### config.mk
export PLATFORM = sky130hd
export DESIGN_NAME = framed_cpfsk_iq_modulator
export DESIGN_NICKNAME = d
export VERILOG_FILES = /design/src/rtl/core/fcim_pkg.sv /design/src/rtl/core/framed_cpfsk_iq_modulator.sv
export SDC_FILE = /design/constraint.sdc
export NUM_CORES = 2
export LEC_CHECK = 0
export ABC_AREA = 1
export BUFFER_PORTS_ARGS = -buffer_cell sky130_fd_sc_hd__buf_2
export CAP_MARGIN = 20
export CORE_UTILIZATION = 60
export DETAILED_ROUTE_END_ITERATION = 16
export PLACE_DENSITY = 0.76
export SYNTH_ARGS = -nofsm -noshare
export SYNTH_HDL_FRONTEND = slang
export SYNTH_SLANG_ARGS = --single-unit
### constraint.sdc
create_clock -name clk -period 11.22 [get_ports clk]
set_clock_uncertainty 0.1 [all_clocks]
set_input_delay 1.683 -clock clk [delete_from_list [all_inputs] [get_ports clk]]
set_output_delay 1.683 -clock clk [all_outputs]
set_load 0.01 [all_outputs]
### src/rtl/core/fcim_pkg.sv
`default_nettype none
// ---------------------------------------------------------------------------
// fcim_pkg
// Constants, types and the quarter-wave amplitude table of the framed
// CPFSK I/Q modulator.
// ---------------------------------------------------------------------------
package fcim_pkg;

    // Sizes
    localparam int MESSAGE_DEPTH    = 256;
    localparam int DAC_BITS         = 12;
    localparam int SAMPLE_SHIFT     = 4;
    localparam int SINE_TABLE_DEPTH = 1024;
    localparam int PHASE_BITS       = 32;

    localparam int MSG_AW    = (MESSAGE_DEPTH > 1) ? $clog2(MESSAGE_DEPTH) : 1;
    localparam int SINE_AW   = $clog2(SINE_TABLE_DEPTH);
    localparam int QUARTER   = SINE_TABLE_DEPTH / 4;
    localparam int QLOW_W    = $clog2(QUARTER);
    localparam int QIDX_W    = $clog2(QUARTER + 1);
    localparam int MAG_BITS  = DAC_BITS - 1;
    localparam int DAC_PEAK  = (1 << (DAC_BITS - 1)) - 1;

    // Port widths
    localparam int CFG_DATA_W  = 32;
    localparam int CFG_IDX_W   = 3;
    localparam int SPB_W       = 20;
    localparam int IN_TDATA_W  = 16;
    localparam int OUT_TDATA_W = 40;
    localparam int OUT_TUSER_W = 2;
    localparam int BIT_VALUE_POS = 32;

    // Line coding
    localparam int unsigned LAST_BIT_IN_BYTE = 9;
    localparam logic [7:0]  IDLE_BYTE        = 8'hFF;

    // Fixed-point constants for the table build
    localparam longint unsigned PI_HALF_Q30 = 64'd1686629713;
    localparam longint unsigned ONE_Q30     = 64'd1 << 30;
    localparam longint unsigned SINE_ROUND  = SINE_TABLE_DEPTH / 2;
    localparam longint unsigned MAG_DEN     = 64'd10 * ONE_Q30;

    // Register map
    typedef enum logic [CFG_IDX_W-1:0] {
        CFG_MARK_STEP   = 3'd0,
        CFG_SPACE_STEP  = 3'd1,
        CFG_SPB         = 3'd2,
        CFG_PRE_COUNT   = 3'd3,
        CFG_PRE_VALUE   = 3'd4,
        CFG_SYNC_VALUE  = 3'd5,
        CFG_MSG_LENGTH  = 3'd6,
        CFG_GAP_BITS    = 3'd7
    } cfg_idx_t;

    // Frame sections
    typedef enum logic [2:0] {
        SEC_PREAMBLE = 3'd0,
        SEC_SYNC     = 3'd1,
        SEC_LENGTH   = 3'd2,
        SEC_MESSAGE  = 3'd3,
        SEC_GAP      = 3'd4
    } sec_t;

    // Item kinds on the input tuser
    typedef enum logic {
        OP_LOAD = 1'b0,
        OP_TICK = 1'b1
    } op_t;

    typedef logic [(QUARTER+1)*MAG_BITS-1:0] mag_rom_t;

    // sin(pi/2 * r / SINE_TABLE_DEPTH) in Q30, Taylor series to x^13
    function automatic longint unsigned sine_q30(input longint unsigned r);
        longint unsigned x;
        longint unsigned x2;
        longint unsigned sum;
        longint unsigned term;
        begin
            x    = (PI_HALF_Q30 * r + SINE_ROUND) >> SINE_AW;
            x2   = (x * x) >> 30;
            sum  = x;
            term = x;
            for (int k = 1; k <= 6; k++)
            begin
                term = (term * x2) >> 30;
                case (k)
                    1:       term = term / 6;
                    2:       term = term / 20;
                    3:       term = term / 42;
                    4:       term = term / 72;
                    5:       term = term / 110;
                    default: term = term / 156;
                endcase
                if (k[0])
                    sum = (sum >= term) ? sum - term : 64'd0;
                else
                    sum = sum + term;
            end
            sine_q30 = (sum > ONE_Q30) ? ONE_Q30 : sum;
        end
    endfunction

    // Quarter-wave magnitude table, entries 0..QUARTER, built at elaboration
    function automatic mag_rom_t build_mag_rom();
        mag_rom_t        rom;
        longint unsigned s;
        longint unsigned mag;
        begin
            rom = '0;
            for (int j = 0; j <= QUARTER; j++)
            begin
                s   = sine_q30(64'(4 * j));
                mag = (64'd7 * 64'(DAC_PEAK) * s + 64'd5 * ONE_Q30) / MAG_DEN;
                rom[j*MAG_BITS +: MAG_BITS] = mag[MAG_BITS-1:0];
            end
            build_mag_rom = rom;
        end
    endfunction

    localparam mag_rom_t MAG_ROM = build_mag_rom();

    // 16-bit DAC word for quadrant quad and position j within it
    function automatic logic [15:0] sample_word(input logic [1:0] quad,
                                                input logic [QLOW_W-1:0] j);
        logic [QIDX_W-1:0]          idx;
        logic [MAG_BITS-1:0]        mag;
        logic signed [DAC_BITS-1:0] v;
        logic signed [31:0]         w;
        begin
            idx = quad[0] ? (QIDX_W'(QUARTER) - {1'b0, j}) : {1'b0, j};
            mag = MAG_ROM[idx*MAG_BITS +: MAG_BITS];
            v   = quad[1] ? -signed'({1'b0, mag}) : signed'({1'b0, mag});
            w   = 32'(v);
            w   = w <<< SAMPLE_SHIFT;
            sample_word = w[15:0];
        end
    endfunction

endpackage
`default_nettype wire

### src/rtl/core/framed_cpfsk_iq_modulator.sv
`default_nettype none
// ---------------------------------------------------------------------------
// framed_cpfsk_iq_modulator
// Continuous-phase 2-FSK I/Q source sending a repeating framed message.
// ---------------------------------------------------------------------------
// Takes one item per clock unless an untaken sample stalls it. A tick item
// (tuser 1) yields one I/Q sample on the output in the next cycle; a load
// item (tuser 0) writes one byte of the message memory and yields nothing.
// The sample path is one phase accumulator add and two quarter-wave table
// lookups per cycle, which sets the rate of one item per clock. The output
// register is refilled in the cycle it is taken, so ready only drops while a
// sample sits untaken. Message bytes are read from a synchronous memory at
// the start of each message byte; the value is needed only after the start
// bit, so its read latency never stalls. The message memory has no reset and
// needs no clearing pass: load every entry that the frame will send.
// ---------------------------------------------------------------------------
module framed_cpfsk_iq_modulator
(
    input  wire logic                              clk,
    input  wire logic                              rst_n,
    // Configuration write port
    input  wire logic                              cfg_we,
    input  wire logic [fcim_pkg::CFG_IDX_W-1:0]    cfg_index,
    input  wire logic [fcim_pkg::CFG_DATA_W-1:0]   cfg_data,
    // Input items
    input  wire logic                              s_tvalid,
    output logic                                   s_tready,
    input  wire logic [fcim_pkg::IN_TDATA_W-1:0]   s_tdata,   // [7:0] msg_index, [15:8] msg_byte
    input  wire logic                              s_tuser,   // [0] op
    // Result items
    output logic                                   m_tvalid,
    input  wire logic                              m_tready,
    output logic [fcim_pkg::OUT_TDATA_W-1:0]       m_tdata,   // [15:0] i_word, [31:16] q_word,
                                                              // [32] bit_value, [39:33] zero
    output logic [fcim_pkg::OUT_TUSER_W-1:0]       m_tuser    // [0] bit_start, [1] frame_start
);
    import fcim_pkg::*;

    // Configuration registers
    logic [31:0]      mark_step_reg;
    logic [31:0]      space_step_reg;
    logic [SPB_W-1:0] spb_reg;
    logic [7:0]       pre_count_reg;
    logic [7:0]       pre_value_reg;
    logic [7:0]       sync_value_reg;
    logic [7:0]       msg_len_reg;
    logic [7:0]       gap_bits_reg;

    // Modulator state
    logic [PHASE_BITS-1:0] phase_reg, phase_next;
    logic [SPB_W-1:0]      sib_reg, sib_next;
    logic [3:0]            bib_reg, bib_next;
    logic [7:0]            cnt_reg, cnt_next;
    sec_t                  sec_reg, sec_next;
    logic [7:0]            cur_byte_reg, cur_byte_next;
    logic                  from_mem_reg, from_mem_next;

    // Message memory
    logic [7:0]        msg_mem [MESSAGE_DEPTH];
    logic [7:0]        mem_rd_reg;
    logic              mem_rd_en;
    logic [MSG_AW-1:0] mem_rd_addr;
    logic              load_wr;

    // Output register
    logic        m_valid_reg, m_valid_next;
    logic [15:0] i_word_reg, q_word_reg;
    logic        bit_value_reg, bit_start_reg, frame_start_reg;

    // Handshake
    logic       accept;
    logic       tick;
    logic [7:0] msg_index;
    logic [7:0] msg_byte;

    assign msg_index = s_tdata[7:0];
    assign msg_byte  = s_tdata[15:8];
    assign s_tready  = !m_valid_reg || m_tready;
    assign accept    = s_tvalid && s_tready;
    assign tick      = accept && (op_t'(s_tuser) == OP_TICK);
    assign load_wr   = accept && (op_t'(s_tuser) == OP_LOAD)
                       && ({1'b0, msg_index} < 9'(MESSAGE_DEPTH));

    // Configuration writes
    always_ff @(posedge clk or negedge rst_n)
    begin
        if (!rst_n)
        begin
            mark_step_reg  <= '0;
            space_step_reg <= '0;
            spb_reg        <= SPB_W'(115200);
            pre_count_reg  <= '0;
            pre_value_reg  <= '0;
            sync_value_reg <= '0;
            msg_len_reg    <= '0;
            gap_bits_reg   <= 8'd50;
        end
        else if (cfg_we)
        begin
            case (cfg_idx_t'(cfg_index))
                CFG_MARK_STEP:  mark_step_reg  <= cfg_data;
                CFG_SPACE_STEP: space_step_reg <= cfg_data;
                CFG_SPB:        spb_reg        <= cfg_data[SPB_W-1:0];
                CFG_PRE_COUNT:  pre_count_reg  <= cfg_data[7:0];
                CFG_PRE_VALUE:  pre_value_reg  <= cfg_data[7:0];
                CFG_SYNC_VALUE: sync_value_reg <= cfg_data[7:0];
                CFG_MSG_LENGTH: msg_len_reg    <= cfg_data[7:0];
                CFG_GAP_BITS:   gap_bits_reg   <= cfg_data[7:0];
                default:        ;
            endcase
        end
    end

    // Message memory: writes from loads, registered reads at message byte start.
    // Loads and ticks never share a cycle, so no same-entry collision occurs.
    always_ff @(posedge clk)
    begin
        if (load_wr)
            msg_mem[msg_index[MSG_AW-1:0]] <= msg_byte;
    end

    always_ff @(posedge clk)
    begin
        if (mem_rd_en)
            mem_rd_reg <= msg_mem[mem_rd_addr];
    end

    // Per-sample sequencing and sample generation
    logic [SPB_W-1:0]   spb;
    logic [SPB_W-1:0]   sib;
    logic               bstart;
    logic               fstart;
    logic               byte_start;
    logic [7:0]         sec_limit;
    logic               advance;
    logic               wrap;
    sec_t               sec_cur;
    logic [7:0]         cnt_cur;
    logic [7:0]         cur_byte;
    logic               line_bit;
    logic [SINE_AW-1:0] k;
    logic [1:0]         quad_s;
    logic [1:0]         quad_c;
    logic [15:0]        i_word;
    logic [15:0]        q_word;

    // Next section after the current one is used up, skipping empty ones
    always_comb
    begin
        sec_limit = gap_bits_reg;
        case (sec_reg)
            SEC_PREAMBLE: sec_limit = pre_count_reg;
            SEC_SYNC:     sec_limit = 8'd1;
            SEC_LENGTH:   sec_limit = 8'd1;
            SEC_MESSAGE:  sec_limit = msg_len_reg;
            default:      sec_limit = gap_bits_reg;
        endcase
        advance = (cnt_reg >= sec_limit);
        wrap    = 1'b0;
        sec_cur = sec_reg;
        if (advance)
        begin
            case (sec_reg)
                SEC_PREAMBLE: sec_cur = SEC_SYNC;
                SEC_SYNC:     sec_cur = SEC_LENGTH;
                SEC_LENGTH:
                begin
                    if (msg_len_reg != 8'd0)
                        sec_cur = SEC_MESSAGE;
                    else if (gap_bits_reg != 8'd0)
                        sec_cur = SEC_GAP;
                    else
                    begin
                        wrap    = 1'b1;
                        sec_cur = (pre_count_reg != 8'd0) ? SEC_PREAMBLE : SEC_SYNC;
                    end
                end
                SEC_MESSAGE:
                begin
                    if (gap_bits_reg != 8'd0)
                        sec_cur = SEC_GAP;
                    else
                    begin
                        wrap    = 1'b1;
                        sec_cur = (pre_count_reg != 8'd0) ? SEC_PREAMBLE : SEC_SYNC;
                    end
                end
                default:
                begin
                    wrap    = 1'b1;
                    sec_cur = (pre_count_reg != 8'd0) ? SEC_PREAMBLE : SEC_SYNC;
                end
            endcase
        end
    end

    always_comb
    begin
        spb        = (spb_reg == '0) ? SPB_W'(1) : spb_reg;
        sib        = (sib_reg >= spb) ? '0 : sib_reg;
        bstart     = (sib == '0);
        byte_start = bstart && (bib_reg == 4'd0);
        cur_byte   = from_mem_reg ? mem_rd_reg : cur_byte_reg;

        phase_next    = phase_reg;
        sib_next      = sib_reg;
        bib_next      = bib_reg;
        cnt_next      = cnt_reg;
        sec_next      = sec_reg;
        cur_byte_next = cur_byte_reg;
        from_mem_next = from_mem_reg;
        mem_rd_en     = 1'b0;
        mem_rd_addr   = cnt_reg[MSG_AW-1:0];
        fstart        = 1'b0;

        // Section and byte selection at the start of each byte
        if (byte_start)
        begin
            fstart   = ((sec_reg == SEC_PREAMBLE) && (cnt_reg == 8'd0)) || wrap;
            sec_next = sec_cur;
            cnt_next = advance ? 8'd0 : cnt_reg;
            from_mem_next = 1'b0;
            case (sec_cur)
                SEC_PREAMBLE: cur_byte_next = pre_value_reg;
                SEC_SYNC:     cur_byte_next = sync_value_reg;
                SEC_LENGTH:   cur_byte_next = msg_len_reg;
                SEC_MESSAGE:
                begin
                    cur_byte_next = 8'd0;
                    if ({1'b0, cnt_next} < 9'(MESSAGE_DEPTH))
                    begin
                        mem_rd_en     = tick;
                        mem_rd_addr   = cnt_next[MSG_AW-1:0];
                        from_mem_next = 1'b1;
                    end
                end
                default:      cur_byte_next = IDLE_BYTE;
            endcase
        end

        // Line bit: start 0, data LSB first, stop and idle 1
        if ((sec_next == SEC_GAP) || (bib_reg >= 4'(LAST_BIT_IN_BYTE)))
            line_bit = 1'b1;
        else if (bib_reg == 4'd0)
            line_bit = 1'b0;
        else
            line_bit = cur_byte[3'(bib_reg - 4'd1)];

        // Oscillator lookup: cosine leads sine by one quadrant
        k      = phase_reg[PHASE_BITS-1 -: SINE_AW];
        quad_s = k[SINE_AW-1 -: 2];
        quad_c = quad_s + 2'd1;
        i_word = sample_word(quad_c, k[QLOW_W-1:0]);
        q_word = sample_word(quad_s, k[QLOW_W-1:0]);

        phase_next = phase_reg + (line_bit ? mark_step_reg : space_step_reg);

        // Bit and byte counters
        sib_next = sib + SPB_W'(1);
        if (sib_next >= spb)
        begin
            sib_next = '0;
            if (sec_next == SEC_GAP)
                cnt_next = cnt_next + 8'd1;
            else
            begin
                bib_next = bib_reg + 4'd1;
                if (bib_next > 4'(LAST_BIT_IN_BYTE))
                begin
                    bib_next = 4'd0;
                    cnt_next = cnt_next + 8'd1;
                end
            end
        end
    end

    // State registers, updated on tick items only
    always_ff @(posedge clk or negedge rst_n)
    begin
        if (!rst_n)
        begin
            phase_reg    <= '0;
            sib_reg      <= '0;
            bib_reg      <= '0;
            cnt_reg      <= '0;
            sec_reg      <= SEC_PREAMBLE;
            cur_byte_reg <= '0;
            from_mem_reg <= 1'b0;
        end
        else if (tick)
        begin
            phase_reg    <= phase_next;
            sib_reg      <= sib_next;
            bib_reg      <= bib_next;
            cnt_reg      <= cnt_next;
            sec_reg      <= sec_next;
            cur_byte_reg <= cur_byte_next;
            from_mem_reg <= from_mem_next;
        end
    end

    // Output register
    always_comb
    begin
        m_valid_next = m_valid_reg;
        if (tick)
            m_valid_next = 1'b1;
        else if (m_tready)
            m_valid_next = 1'b0;
    end

    always_ff @(posedge clk or negedge rst_n)
    begin
        if (!rst_n)
            m_valid_reg <= 1'b0;
        else
            m_valid_reg <= m_valid_next;
    end

    always_ff @(posedge clk)
    begin
        if (tick)
        begin
            i_word_reg      <= i_word;
            q_word_reg      <= q_word;
            bit_value_reg   <= line_bit;
            bit_start_reg   <= bstart;
            frame_start_reg <= fstart;
        end
    end

    assign m_tvalid = m_valid_reg;
    assign m_tdata  = {(OUT_TDATA_W-BIT_VALUE_POS-1)'(0), bit_value_reg, q_word_reg, i_word_reg};
    assign m_tuser  = {frame_start_reg, bit_start_reg};

endmodule
`default_nettype wire

==> reports/metrics.yaml <==
die:
  pin_count: 101
  dieArea_sq_mm: 0.182
  core_sq_mm: 0.179
  die_h_um: 426
  fp-row-count: 155
  start_util: 0.605
  die_width_um: 426
drt:
  wire_per_inst_um: 23.1
  firstDrtPassIters: 7
  ant_nets: 0
  route.detailed.drc: 0
  drt_iter0_drc: 10352
  via_per_inst: 6.12
  drt-total-wl_mm: 298
  vias: 79095
synth:
  avgSynthCellArea_sq_um: 10.2
  synth_area_sq_mm: 0.108
  netlist_top_cells_area: "edfxtp_1 (58%), nand3_1 (10%), nand2_1 (6.4%)"
  yosys.area.top_type: "edfxtp_1"
  ys_types: 66
  async_flop_share: 0.0880
  seq_area_frac_synth: 0.625
  ys_ff_latch: 2284
  yosysWarnings: 0
  synth_top_area_frac: 0.579
  netlist_instances: 10627
  ys.flop_type: "edfxtp_1"
  synth_edf_count: 2083
timing:
  maxSlewHeadroom: 0.199
  hold_viol_final: 0
  fmax_mhz: 128
  tns_ns: 0
  setup_viol: 0
  finalCriticalPeriod_ns: 7.82
  min_period_over_period: 0.697
  drv_slew: 0
  final.setup.worst_slack_ns: 3.40
  worst_pin_slew_ns: 1.20
  grt_setup_unrepaired: "false"
grt:
  globalRouteTotalUtil: 0.324
  grt_pass1_vias: 75217
  use_met3: 0.0596
  antenna_found_initial: 11
  grt.overflow.total: 0
  globalRoute.busiestLayer: "met2"
  grt_pass1_wl_mm: 450
  grtUsageMet2: 0.510
  grt_max_degree: 233
  use_met1: 0.437
setup_path:
  cp.required_ns: 11.75
  crit_top_cell: "nand3_1"
  cpPeakStageDelay_ns: 0.89
  critPathBufInv: 5
  worst_setup_path_end_kind: "flop"
  crit_slowest_cell: "buf_4"
  crit_family: "simple AND/OR/NAND/NOR gates"
  critPathArrivalTime_ns: 8.35
  critPathKind: "reg -> reg"
  critPathMaxFanout: 183
  start_kind: "flop"
finish:
  final_nets: 10540
  syn_to_final_growth_pct: 8.11
  largest_reg_flops: 2048
  fillers: 13409
  drive_above_1_share: 0.0666
placed_design:
  gp_congestion: 0.918
  dpl.hpwl_mm: 173
  io_buffers: 85
  place_ws_ns: 3.65
worst_hold_path:
  hold_path.class: "reg -> reg"
outcome:
  status: "finished clean"
clock_network:
  cts_tree: "built"
  cts_resized: 0
  cts_buffer_depth: 3
  htreeDepth: 4
  cts-root-buf: "clkbuf_16"
  postCtsSetupBuffers: 0
  clock_sinks: 2284
  clock_latency_ns: 0.89
  cts_buffers: 226
  hold_buffers: 0
  cts.clk_slew.worst_paths_ns: 0.06
power_and_ir_drop:
  p_leak_nw: 46.4
  ir_worst_vdd_uv: 216
  cellPowerDensity_mw_per_mm2: 245
job:
  max-cap-violations: 0
==> routing by layer <==
layer	vias up	part of all wire	wire length (um)
met4	4	0.051	15200
met2	4604	0.46	138000
li1	35787	-	-
met1	37928	0.38	114000
met3	772	0.10	30900
met5	-	0.000081	24
==> layout make-up <==
| type | instances | area (sq um) | share of cell area |
|---|---|---|---|
| Sequential cell | 2284 | 67600 | 0.579 |
| Clock buffer | 272 | 5850 | 0.0501 |
| Clock inverter | 140 | 1420 | 0.0122 |
| Tap cell | 2355 | 2950 | 0.0252 |
| Inverter | 1389 | 5240 | 0.0449 |
| Timing Repair Buffer | 188 | 1550 | 0.0132 |
| Multi-Input combinational cell | 6291 | 32200 | 0.276 |
| Antenna cell | 7 | 17.5 | 0.000150 |
==> worst paths after layout <==
check / startpoint / endpoint / slack [ns] / cells after the start
setup / recovery: sec_reg[2] / mem_rd_reg[7] / 3.40 / 25
hold / removal: space_step_reg[11] / space_step_reg[11] / 0.38 / 2
setup reg to reg: sec_reg[2] / mem_rd_reg[7] / 3.40 / 25
hold reg to reg: space_step_reg[11] / space_step_reg[11] / 0.38 / 2
max in group asynchronous: rst_n / cnt_reg[0] / 8.15 / 3
min in group asynchronous: rst_n / space_step_reg[12] / 0.75 / 1
==> placed cells by master (no fill, tap or decap), drive strengths merged, types with 73 or more instances in the layout <==
| master | synthesis | final |
|---|---|---|
| ha | 102 | 102 |
| inv | 1386 | 1393 |
| nor2 | 591 | 591 |
| nand2 | 1850 | 1850 |
| edfxtp | 2083 | 2083 |
| a21oi | 124 | 124 |
| clkinv | 3 | 109 |
| dfrtp | 194 | 194 |
| clkbuf | 208 | 273 |
| or2 | 73 | 73 |
| o21ai | 369 | 369 |
| buf | 469 | 187 |
| nand3b | 625 | 625 |
| nand3 | 2155 | 2155 |
==> metrics by stage <==
step	total power [mW]	util	std cells	area (sq um)	hold WS (ns)
after floorplan	17.9	-	10641	108000	0.348
after global placement	20.9	0.613	12505	109000	0.361
after detailed placement	21.0	0.613	12505	109000	0.369
after CTS	28.4	0.654	12917	117000	0.385
after global routing	30.0	0.654	12923	117000	0.392
final	28.7	0.654	12926	117000	0.382
==> cells by family after synthesis <==
family | Yosys count | synth area share
xor+xnor | 71 | 0.00575
flops | 2284 | 0.625
buf+inv | 2066 | 0.0778
fa+ha+maj | 103 | 0.0120
compound gates | 694 | 0.0379
other cells | 1 | 0.0000347
mux | 30 | 0.00313
simple gates | 5378 | 0.238
==> tightest hold or removal path, stage by stage, from the launching register on <==
cell and delay (ns):
dfrtp_1 0.34, nand2_1 0.05, o21ai_0 0.06
==> Yosys cell counts (7+ instances only) <==
| master | number |
|---|---|
| clkbuf_1 | 208 |
| nor3_1 | 30 |
| nand3b_1 | 625 |
| nand2_2 | 9 |
| o21ai_1 | 33 |
| a22oi_1 | 8 |
| nor4_1 | 7 |
| xor2_1 | 38 |
| o221ai_1 | 15 |
| dfstp_2 | 7 |
| o21ai_0 | 326 |
| a211oi_1 | 9 |
| o22ai_1 | 27 |
| a21oi_1 | 122 |
| buf_1 | 112 |
| ha_1 | 102 |
| o2111ai_1 | 35 |
| mux2_2 | 30 |
| buf_2 | 285 |
| inv_1 | 1356 |
| nor2_1 | 579 |
| nand2_1 | 1841 |
| a31oi_1 | 16 |
| a32oi_1 | 10 |
| dfrtp_1 | 194 |
| buf_4 | 66 |
| o21ai_2 | 7 |
| o211ai_1 | 34 |
| or2_2 | 73 |
| edfxtp_1 | 2083 |
| nand3_1 | 2152 |
| nor2_2 | 7 |
| o31ai_1 | 12 |
| xnor2_1 | 33 |
| inv_2 | 28 |
| nand4_1 | 43 |
==> where the power goes <==
part,total (mW),leakage (nW),internal (mW),switching [mW]
Combinational,11.4,21.6,3.38,8.00
Clock,7.47,3.53,4.18,3.29
Sequential,9.81,21.2,9.61,0.206
Total,28.7,46.4,17.2,11.5
Note: power is estimated with default switching activity, not from simulation.
